$ cat src/rtl/wwa_ram.sv
`timescale 1ns / 1ps
module wwa_ram #(
  parameter int WIDTH = 8,
  parameter int DEPTH = 16
) (
  input  logic                     clk_i,
  input  logic                     we_i,
  input  logic [$clog2(DEPTH)-1:0] waddr_i,
  input  logic [WIDTH-1:0]         wdata_i,
  input  logic [$clog2(DEPTH)-1:0] raddr_i,
  output logic [WIDTH-1:0]         rdata_o
);

  logic [WIDTH-1:0] mem [0:DEPTH-1];

  always_ff @(posedge clk_i) begin
    if (we_i) begin
      mem[waddr_i] <= wdata_i;
    end
    rdata_o <= mem[raddr_i];
  end

endmodule

$ cat config.mk
export PLATFORM = sky130hd
export DESIGN_NAME = wwa_ram
export DESIGN_NICKNAME = d
export VERILOG_FILES = /design/src/rtl/wwa_ram.sv
export SDC_FILE = /design/constraint.sdc
export NUM_CORES = 1
export LEC_CHECK = 0
export BUFFER_PORTS_ARGS = -buffer_cell sky130_fd_sc_hd__buf_2
export CAP_MARGIN = 20
export CORE_MARGIN = 3
export CORE_UTILIZATION = 47
export CTS_CLUSTER_DIAMETER = 200
export DETAILED_ROUTE_END_ITERATION = 10
export GPL_ROUTABILITY_DRIVEN = 0
export PLACE_DENSITY_LB_ADDON = 0.12
export SLEW_MARGIN = 10
export SYNTH_ARGS = -nofsm -noshare
export SYNTH_HDL_FRONTEND = slang
export SYNTH_SLANG_ARGS = --single-unit
$ cat constraint.sdc
create_clock -name clk_i -period 4.5 [get_ports clk_i]
set_input_delay 0.45 -clock clk_i [delete_from_list [all_inputs] [get_ports clk_i]]
set_output_delay 0.45 -clock clk_i [all_outputs]
set_load 0.005 [all_outputs]
# Yosys cells after proc, flatten, opt, wreduce, memory -nomap -nowiden
# Memory sizes are Yosys's and may differ from the RTL's. A register that Yosys moved wholly into a read port is not among the register bits.
# Cells that the tools add are included.
[classes]
n_mux = 2
[ops]
columns = ["operator", "n"]
rows = [
  ["1-bit 2-to-1 mux", 2],
]
[word_totals]
reg_bits = 0
ramBits = 128
inputBits = 18
output_inout_bits = 8
elab_cells = 3
n_memories = 1
[memory_table]
columns = ["name", "depth", "word_bits", "read_ports", "rd_clocked_by_memory_dff", "write_ports", "line", "text"]
rows = [
  ["mem", 16, 8, 1, 1, 1, "14", "logic [WIDTH-1:0] mem [0:DEPTH-1];"],
]

# Depth between registers and ports, before layout
[logic_depth]
word_depth = 2
mapped_depth = 5
depth_no_buf = 3

# Least setup slack after synthesis
# OpenSTA, ideal clock, no wires.
[synth_path]
path_kind = "input-to-reg"
startpoint = "input port waddr_i[2]"
endpoint = "memory mem[0][0], enable pin"
setup_ns = 0.383
arrival_ns = 1.560
required_ns = 4.117
slack_ns = 2.557
path_stages = 2
n_path_buf = 0
cell_sequence = "or3b_2 > nor3_1"
[synth_rtl]
columns = ["item", "line", "text"]
rows = [
  ["from (decl)", "8", "input logic [$clog2(DEPTH)-1:0] waddr_i,"],
  ["to (decl)", "14", ""],
]
# Straight into the memory's write port.

==> reports/metrics.cfg <==
[clock_tree]
cts.hold.buffers_added=0
cts_resized=0
cts_max_path_buffers=2
cts_buffers=17
cts.htree.levels=4
clk_latency_ns=0.51
clkSlewWorstSetupHoldPaths_ns=0.06
cts_setup_buffers=0
cts_tree=done
root_buffer=clkbuf_8
cts.sinks=136

[worst_setup_path]
startpoint=raddr_i[0]
endpoint_kind=flop
path_max_fanout=21
crit_family=buffers and inverters
r2r_cells=3
worst-setup-path-type=in -> reg
crit_chain=buf_2 > buf_4 > mux4_1 > a22oi_1 > nand2_1
required_ns=4.90
crit_slowest_cell=mux4_1
timing.rr.start=mem[9][3]
worstSetupStartpointType=primary input
max_stage_delay_ns=0.58
path_buf_inv=2
ff2ff_setup_slack_ns=3.14
r2r_end=rdata_o[3]
cp.arrival_ns=2.33

[pwr]
p_clk_frac=0.450
p_per_area_nw_per_um2=473
internal-power_uw=2240
power_frac_seq=0.507
p_switching_uw=568
vdd_drop_max_v=0.000212
p_sw_frac=0.202
p_comb_frac=0.043
leakagePower_uw=0.00197

[sta]
slew_headroom=0.338
setup_viol=0
clock.fmax_mhz=518
max_slew.worst_pin.slew_ns=0.989
finClkSkew_ns=0.00835
min_period_over_period=0.429
fin_setup_tns_ns=0
finalHoldViolations=0
fin_crit_ns=1.93
rsz0062_at_grt=false
finalHoldWorstSlack_ns=0.330
slew_violations=0

[floorplanning]
core-area_um2=10500
start_util=0.490
dieWidth_um=111
die_h_um=111
dieArea_um2=12200
rows=37
io_pins=26

[route]
ant_nets=0
drtPass1Iterations=4
viasPerCell=5.67
drc=0
drt-total-wl_um=9650
vias=2353
first_iter_violations=157
wire_per_inst_um=23.2

[cells_and_area]
final_cell_mix=edfxtp_1 (128), buf_2 (25), mux4_2 (18)
drive_gt1_frac=0.276
nets=284
area_growth_pct=15.4
antenna_cells=0
layout_commonest_cell=edfxtp_1

[worst_hold_path]
hold_depth=1
min_to=mem[14][1]
hold_class=in -> reg
min_from=wdata_i[1]

[logic_synthesis]
yosys_warnings=0
syn-cell-area_um2=5150
synthArstFlopShare=0
syn_nets=247
synth_edf_count=128
synth.distinct_cells=19
syn-mean-instance-area_um2=22.5
netlist_instances=229
yosysSeqAreaShare=0.778
synthFlopType=edfxtp_1
synth_seq_cells=136

[global_route]
grt_usage=0.171
grt_pass1_wl_um=15000
grt.overflow.total=0
grt_max_degree=33
grt_pass1_vias=2479
antenna_found_initial=0

[placement]
port_buffers=25
dp.final_hpwl_um=5900

[flow_run]
cap_violations=0

[outcome]
status=finished, final reports clean

-- worst max path at each step --
stage                       endpoint  slack [ns]  depth (start not counted)
after CTS                 rdata_o[5]        2.55                          5
after global placement     mem[0][0]        1.98                          3
final                     rdata_o[5]        2.57                          5
after detailed placement  rdata_o[5]        1.98                          5
after global routing      rdata_o[5]        2.44                          5
after floorplan            mem[0][0]        2.56                          2
-- synth_stat cells, types with 3 or more instances --
| library cell | count | area [um^2] |
|---|---|---|
| nand2_1 | 9 | 33.8 |
| dfxtp_1 | 8 | 160 |
| mux4_1 | 14 | 368 |
| clkdlybuf4s25_2 | 3 | 30.0 |
| edfxtp_1 | 128 | 3840 |
| a22oi_1 | 16 | 120 |
| nor2_1 | 13 | 48.8 |
| nor3_1 | 4 | 20.0 |
| buf_2 | 3 | 15.0 |
| buf_6 | 3 | 33.8 |
| mux4_2 | 18 | 405 |
-- metrics by stage --
step,setup slack (ns),instance area [um^2],instances,total power [uW],utilization
4_1_cts,2.55,5940,415,2840,0.565
2_1_floorplan,2.56,5150,229,1520,-
5_1_grt,2.44,5940,415,2910,0.565
3_3_place_gp,1.98,5380,383,1570,0.512
3_5_place_dp,1.98,5390,383,1580,0.513
6_report,2.57,5940,415,2810,0.565
-- routing by layer --
metal  up-vias  GRT usage  part of all wire
met5         -          0                 0
met4         0     0.0616            0.0067
met3         4     0.0475             0.063
met2        79      0.259              0.49
met1      1219      0.241              0.44
li1       1051          -                 -
-- power groups by stage --
stage               Sequential [uW]  Combinational, uW  Clock, uW
floorplan                      1450               71.9          0
global placement               1450                122          0
detailed placement             1450                124          0
CTS                            1430                124       1290
global route                   1430                133       1350
finish                         1430                120       1260
-- state kept, by name (all words and copies together) (netlist names) --
register  flops
rdata_o       8
mem         128
-- logic make-up (layout without fill, tap and decap cells) --
kind of cell | Yosys count | after routing | synth area share
DFF | 136 | 136 | 0.778
buffers and inverters | 10 | 60 | 0.0168
and+or+nand+nor | 35 | 35 | 0.0318
muxes | 32 | 32 | 0.150
AOI/OAI and AO/OA | 16 | 16 | 0.0233
-- layout make-up --
cell class	instances	area, um^2
clock buffers	17	414
clock inverters	15	136
fillers	777	4570
multi-input cells	83	1070
flip-flops and latches	136	4000
well taps	136	170
repair buffers	28	148
Power figures use the tool's default switching activity.
